`src/rtl/iis_pkg.sv`:
```
// ----------------------------------------------------------------------------
// iis_pkg
// Shared types and constants for the streaming integral-image block.
// ----------------------------------------------------------------------------
package iis_pkg;

    // Field widths of the item channels.
    localparam int PIXEL_W   = 8;
    localparam int SUM_W     = 30;
    localparam int ROW_SUM_W = 19;

    // Configuration register layout.
    localparam int CFG_W      = 12;
    localparam int APB_ADDR_W = 3;
    localparam int APB_DATA_W = 32;

    // Default frame limits and register reset values.
    localparam int DEF_MAX_WIDTH  = 2048;
    localparam int DEF_MAX_HEIGHT = 2048;
    localparam logic [CFG_W-1:0] FRAME_WIDTH_RST  = 12'd1920;
    localparam logic [CFG_W-1:0] FRAME_HEIGHT_RST = 12'd1080;

    // Register indexes on the configuration port.
    typedef enum logic {
        REG_FRAME_WIDTH  = 1'b0,
        REG_FRAME_HEIGHT = 1'b1
    } iis_reg_idx_t;

    // Current frame size as written by software.
    typedef struct packed {
        logic [CFG_W-1:0] frame_width;
        logic [CFG_W-1:0] frame_height;
    } iis_cfg_t;

endpackage

```
`src/rtl/iis_cfg.sv`:
```
// ----------------------------------------------------------------------------
// iis_cfg
// APB register file holding the frame width and height.
// ----------------------------------------------------------------------------
module iis_cfg (
    input  logic                              clk,
    input  logic                              rst_n,
    input  logic                              psel,
    input  logic                              penable,
    input  logic                              pwrite,
    input  logic [iis_pkg::APB_ADDR_W-1:0]    paddr,
    input  logic [iis_pkg::APB_DATA_W-1:0]    pwdata,
    output logic [iis_pkg::APB_DATA_W-1:0]    prdata,
    output logic                              pready,
    output iis_pkg::iis_cfg_t                 cfg
);
    import iis_pkg::*;

    logic [CFG_W-1:0] width_reg;
    logic [CFG_W-1:0] width_next;
    logic [CFG_W-1:0] height_reg;
    logic [CFG_W-1:0] height_next;
    logic             wr_en;
    iis_reg_idx_t     idx;

    assign pready = 1'b1;
    assign wr_en  = psel && penable && pwrite;
    assign idx    = iis_reg_idx_t'(paddr[2]);

    // Register write decode.
    always_comb
    begin
        width_next  = width_reg;
        height_next = height_reg;
        if (wr_en)
        begin
            unique case (idx)
                REG_FRAME_WIDTH:  width_next  = pwdata[CFG_W-1:0];
                REG_FRAME_HEIGHT: height_next = pwdata[CFG_W-1:0];
                default:          width_next  = width_reg;
            endcase
        end
    end

    always_ff @(posedge clk or negedge rst_n)
    begin
        if (!rst_n)
        begin
            width_reg  <= FRAME_WIDTH_RST;
            height_reg <= FRAME_HEIGHT_RST;
        end
        else
        begin
            width_reg  <= width_next;
            height_reg <= height_next;
        end
    end

    // Read-back mux.
    always_comb
    begin
        unique case (idx)
            REG_FRAME_WIDTH:  prdata = APB_DATA_W'(width_reg);
            REG_FRAME_HEIGHT: prdata = APB_DATA_W'(height_reg);
            default:          prdata = '0;
        endcase
    end

    assign cfg.frame_width  = width_reg;
    assign cfg.frame_height = height_reg;
endmodule

```
`config.mk`:
```
export PLATFORM = sky130hd
export DESIGN_NAME = iis_cfg
export DESIGN_NICKNAME = d
export VERILOG_FILES = /design/src/rtl/iis_pkg.sv /design/src/rtl/iis_cfg.sv
export SDC_FILE = /design/constraint.sdc
export NUM_CORES = 1
export LEC_CHECK = 0
export BUFFER_PORTS_ARGS = -buffer_cell sky130_fd_sc_hd__buf_4
export CAP_MARGIN = 10
export CORE_MARGIN = 2
export CORE_UTILIZATION = 43
export DETAILED_ROUTE_END_ITERATION = 10
export GPL_ROUTABILITY_DRIVEN = 0
export GPL_TIMING_DRIVEN = 0
export PLACE_DENSITY_LB_ADDON = 0.2
export SLEW_MARGIN = 20
export SYNTH_ARGS = -nofsm -noshare
export SYNTH_HDL_FRONTEND = slang
export SYNTH_SLANG_ARGS = --single-unit
```
`constraint.sdc`:
```
create_clock -name clk -period 1.7 [get_ports clk]
set_clock_uncertainty 0.2 [all_clocks]
set_input_delay 0 -clock clk [delete_from_list [all_inputs] [get_ports clk]]
set_output_delay 0 -clock clk [all_outputs]
set_load 0.005 [all_outputs]
```
==> key figures, run 1 <==
Route
  – Vias post-DR: 926
  – Vias per cell: 4.35
  – DRC: 5
  – Antenna Nets Post-Route: 0
  – Pre-antenna DRT Iters: 7
  – Final WL: 2870 um
  – 1st-iter DRT viols: 14
  – Wire per inst: 13.5 um

Placement
  – # port buffers: 53
  – Pre-CTS WS: 0.578 ns
  – Dpl hpwl: 1940 um

Global route
  – GRT overflow: 0
  – Initial antenna violation count: 0
  – Largest net degree at the start of global routing: 17
  – First-pass GRT wire length: 4630 um
  – GRT Util Overall: 17.8%
  – Vias in the first global route: 942

Final layout
  – Multi-input gate area: 562 sq um
  – Share of layout cells above drive strength 1: 69.8%
  – FF/Latch Area: 611 sq um
  – N_diodes: 0
  – Nets: 223
  – Filler cells: 217
  – Area delta synth->final: 58.2%

Die
  – Die H: 58.6 um
  – Die area: 3440 sq um
  – Die X: 58.6 um
  – Rows: 19
  – Initial core utilization: 45.7%
  – I/O pins: 97
  – Core ar.: 2810 sq um

Clock network
  – Max clock buf depth: 2
  – TritonCTS sink count: 24
  – CTS tree: built
  – H-tree levels: 1
  – CTS clk-pin slew, worst paths: 0.14 ns
  – Worst skew pair latency: 0.31 ns
  – Clock root buffer master: clkbuf_4
  – CTS Buf Count: 3

Logic synthesis
  – Seq cells post-synth: 24
  – Mean Syn Cell Area: 14.6 sq um
  – Synth warn: 0
  – Seq/Total Area, Yosys: 47.6%
  – Yosys cell types: 10
  – Gate Count Post-Synth: 88
  – Synth Cell Area: 1280 sq um

STA
  – RSZ-0062 raised after global routing: no
  – Fmax: 649 MHz
  – Period utilisation layout: 90.7%
  – Final hold viol count: 0
  – Final worst slack: 0.159 ns
  – Final min period: 1.54 ns
  – Max-slew violation count: 0
  – Setup-failing EPs final: 0
  – Setup TNS: 0 ns

Power and ir drop
  – PwrDens: 970 nW/um^2
  – Max IR drop VDD: 0.000566 V
  – Tot Pwr: 1.97 mW
  – LEAKAGE: 1.07 nW

Setup path
  – Crit. End Element: flip-flop
  – Crit Path Max Fanout: 3
  – Arrival time at the worst endpoint: 1.56 ns
  – Critical path type: flip-flop to flip-flop
  – Req. time, crit path: 1.72 ns
  – Startpoint Class: flip-flop

Job
  – Max-cap viol count: 0

Hold path
  – HP Class: primary input to flip-flop

Outcome
  – Failing checks: design-rule violations
  – Outcome: complete, but fails checks
power breakdown:
group          internal, mW  switching (mW)
clock network         0.238           0.180
logic                 0.504           0.220
registers             0.728          0.0978
area by class of cell:
type,count,area share (%)
repair buffers,71,28.6
clock inverters,1,1.48
well taps,31,1.91
plain buffers,24,9.12
multi-input cells,59,27.7
flip-flops and latches,24,30.1
clock buffers,3,1.11
routing by layer:
metal | part of all wire (%) | vias to the layer above | track usage, %
met5 | 0 | - | 0
met4 | 1.0 | 0 | 5.84
met3 | 8.3 | 4 | 3.74
met2 | 50 | 44 | 29.7
met1 | 40 | 432 | 23.1
li1 | - | 446 | -
critical path, cell delays in order, from the launching register on:
cell and delay [ns]:
dfrtp_1 0.43, mux2_4 0.27, dlygate4sd3_1 0.55
kinds of logic (layout without fill, tap and decap cells):
| logic type | after synthesis | in the layout | synth area share (%) |
|---|---|---|---|
| buf+inv | 24 | 99 | 14.4 |
| simple gates | 2 | 2 | 2.83 |
| mux | 36 | 36 | 34.5 |
| flops | 24 | 24 | 47.6 |
| other cells | 2 | 21 | 0.586 |
timing repair:
| item | 4_1_cts | 5_1_grt |
|---|---|---|
| resized for setup | 0 | 2 |
| setup buffers | 0 | 1 |
| endpoints found under the setup margin | 0 | 30 |
| endpoints found under the hold margin | 48 | 16 |
| hold buffers | 18 | 1 |
Yosys cell counts:
cell	n	area [sq um]
buf_2	1	5.00
buf_4	21	158
buf_6	2	22.5
conb_1	2	7.51
dfrtp_1	16	400
dfstp_2	8	210
mux2_2	26	293
mux2_4	10	150
nand4_2	1	12.5
nand4b_4	1	23.8
path summary, 6_finish.rpt:
path                                   start       endpoint  slack, ns  cells after the start
worst max-delay path            width_reg[6]   width_reg[6]       0.16                      2
worst min-delay path                 penable  height_reg[8]       0.08                      4
worst max register to register  width_reg[6]   width_reg[6]       0.16                      2
worst min register to register  width_reg[1]   width_reg[1]       0.36                      1
max in group asynchronous              rst_n   width_reg[9]       0.58                      3
min in group asynchronous              rst_n  height_reg[1]       0.43                      3
layout by cell type, fill, tap and decap left out, types with 2 or more instances in the layout:
cell type / count
conb_1: 21
buf_4: 74
dfstp_2: 8
dfrtp_1: 16
clkbuf_4: 3
buf_6: 2
mux2_4: 11
dlygate4sd3_1: 17
mux2_2: 25
stage by stage:
step	area, sq um	std cells	hold WS, ns	utilization (%)
floorplan	1350	107	-0.496	-
global placement	1790	191	-0.288	63.8
detailed placement	1790	191	-0.288	63.8
CTS	2020	213	0.0314	72.1
global route	2030	213	0.0921	72.3
finish	2030	213	0.0844	72.3
No activity file was read; power rests on OpenSTA's default activity.
==> inputs of run 2 (changes only) <==
--- a/config.mk
+++ b/config.mk
@@ -5,6 +5,7 @@
 export SDC_FILE = /design/constraint.sdc
 export NUM_CORES = 1
 export LEC_CHECK = 0
+export ABC_AREA = 1
 export BUFFER_PORTS_ARGS = -buffer_cell sky130_fd_sc_hd__buf_4
 export CAP_MARGIN = 10
 export CORE_MARGIN = 2
==> key figures, run 2 <==
Logic synthesis
  – Largest family of logic cells by synthesized area: simple AND/OR/NAND/NOR gates
  – Post-Synth Adder-Cell Area: 0%
  – Yosys top cell by area: dfrtp_1
  – Mean Syn Cell Area: 7.73 sq um
  – Most frequent cell after synthesis: nand2_1
  – Seq cells post-synth: 24
  – Compound-Gate Fraction of Synth Area: 0%
  – Seq/Total Area, Yosys: 46.5%
  – Area share of the largest cell type after synthesis: 30.5%
  – Synth warn: 0
  – Main area contributors after synthesis: dfrtp_1 30%, nand2_1 24%, dfstp_2 16%
  – Primary FF master, synth: dfrtp_1
  – Ys async rst share: 100%
  – Mux contribution to synthesized area: 0%
  – Top cells by count, synth: 85 x nand2_1, 24 x nand3_1, 21 x buf_4, 16 x dfrtp_1, 8 x dfstp_2
  – Synth Area in Simple Gates: 35.7%
  – Synth Area in XOR/XNOR: 0%
  – Synth Cell Area: 1310 sq um
  – Number of synthesized flops with an enable pin: 0
  – Gate Count Post-Synth: 170
  – Yosys cell types: 13

Final layout
  – Fin area: 2220 sq um
  – Post-layout instance count excluding filler cells: 317
  – Share of layout cells above drive strength 1: 37.7%
  – Commonest non-fill, non-tap cell in the layout: nand2_1
  – N_diodes: 0
  – Final core utilization: 74.5%
  – Most frequent cells in the layout: 84 x nand2_1, 83 x buf_4, 26 x dlygate4sd3_1, 24 x nand3_1, 21 x conb_1
  – Nets: 325
  – Filler cells: 234
  – Area delta synth->final: 68.8%

Job
  – Max-cap viol count: 0

Die
  – Initial core utilization: 44.1%
  – Core ar.: 2980 sq um
  – Die X: 59.3 um
  – Rows: 20
  – Die area: 3510 sq um
  – I/O pins: 97
  – Die H: 59.3 um

Setup path
  – Crit. End Element: flip-flop
  – Critical path's largest stage delay: 0.56 ns
  – Critical path type: primary input to flip-flop
  – Req. time, crit path: 1.79 ns
  – Crit Path Max Fanout: 5
  – RR Endpoint: height_reg[4]
  – Startpoint Class: primary input
  – Worst r2r src: height_reg[4]
  – CP max stage cell: dlygate4sd3_1
  – Critical-path cell list: dlygate4sd3_1 > buf_4 > nand2_2 > nor2_4 > buf_4 > nand3_1 > dlygate4sd3_1 > nand2_1
  – Worst reg2reg path depth: 2
  – FF-to-FF setup slack: 0.72 ns
  – Arrival time at the worst endpoint: 1.74 ns

Clock network
  – CTS Buf Count: 3
  – CTS clk-pin slew, worst paths: 0.13 ns
  – H-tree levels: 1
  – CTS tree: built
  – Max clock buf depth: 2
  – Worst skew pair latency: 0.34 ns
  – Clock root buffer master: clkbuf_4
  – TritonCTS sink count: 24

STA
  – Rel. slew slack: 64.6%
  – Worst Tran Pin Value: 0.530 ns
  – Final worst slack: 0.0523 ns
  – Period utilisation layout: 96.9%
  – Final min period: 1.65 ns
  – Hold slack: -0.0106 ns
  – Setup-failing EPs final: 0
  – Final hold viol count: 3
  – Max-slew violation count: 0
  – Fmax: 607 MHz
  – Setup TNS: 0 ns

Route
  – DRC: 0
  – Pre-antenna DRT Iters: 4
  – Final WL: 4170 um
  – 1st-iter DRT viols: 44
  – Wire per inst: 13.1 um
  – Antenna Nets Post-Route: 0
  – Vias per cell: 4.74
  – Vias post-DR: 1,502

Placement
  – Placed cells: 274
  – # port buffers: 52
  – Pre-CTS WS: 0.656 ns
  – Dpl hpwl: 2310 um
  – Area post-placement: 1820 sq um

Outcome
  – Failing checks: negative hold slack
  – Outcome: complete, but fails checks

Hold path
  – Cells on Worst Hold Path: 4
  – Hold path startpoint: paddr[2]
  – WHS Endpoint: height_reg[10]
  – HP Class: primary input to flip-flop

Global route
  – Initial antenna violation count: 0
  – Vias in the first global route: 1,390
  – GRT overflow: 0
  – Largest net degree at the start of global routing: 17
  – First-pass GRT wire length: 6250 um
  – GRT Util Overall: 23.8%

Power and ir drop
  – PwrDens: 771 nW/um^2
  – Max IR drop VDD: 0.000623 V
  – Tot Pwr: 1.71 mW
  – LEAKAGE: 1.27 nW
-- run 2: cells by family (layout without fill, tap and decap cells) --
kind of cell / count (synthesis) / after routing
buf+inv: 32 / 127
flops: 24 / 24
other cells: 2 / 21
simple gates: 112 / 112
-- run 2: worst max path at each step --
stage                        startpoint        endpoint  slack (ns)  depth (start not counted)
after global routing               psel   height_reg[0]       -0.01                          8
after detailed placement       paddr[2]       prdata[0]        0.66                          5
after floorplan           height_reg[3]   height_reg[3]        0.82                          2
after global placement         paddr[2]       prdata[0]        0.66                          5
after CTS                          psel  height_reg[10]       0.007                          8
final                              psel   height_reg[0]        0.05                          8
-- run 2: power breakdown --
group	internal, mW	leakage [nW]	switching, mW	total, mW
clock	0.0925	0.0150	0.190	0.282
sequential	0.705	0.285	0.0926	0.797
combinational	0.366	0.974	0.265	0.630
-- run 2: area by class of cell --
type                       count  area [sq um]  share of cell area, %
buffer                        30           219                   9.88
clock buffer                   4          26.3                   1.19
inverter                       2          7.51                  0.339
multi-input combinational    133           551                   24.8
sequential                    24           611                   27.5
tap                           33          41.3                   1.86
timing repair buffer          91           762                   34.4
-- run 2: layer usage --
layer	GRT usage, %	share of wire, %
met1	29.6	38
met2	40.7	52
met3	1.75	7.5
met4	13.3	3.2
met5	0	0
-- run 2: repair_timing --
| action | in CTS | in global routing |
|---|---|---|
| setup buffers | 0 | 10 |
| endpoints found under the hold margin | 48 | 18 |
| hold buffers | 32 | 3 |
| setup endpoints to repair | 0 | 25 |
| resized for setup | 0 | 5 |
-- run 2: critical path: cells and delay by family --
kind / cells / cell delay, ns
AND/OR/NAND/NOR: 4 / 0.36
buffers and inverters: 4 / 1.37
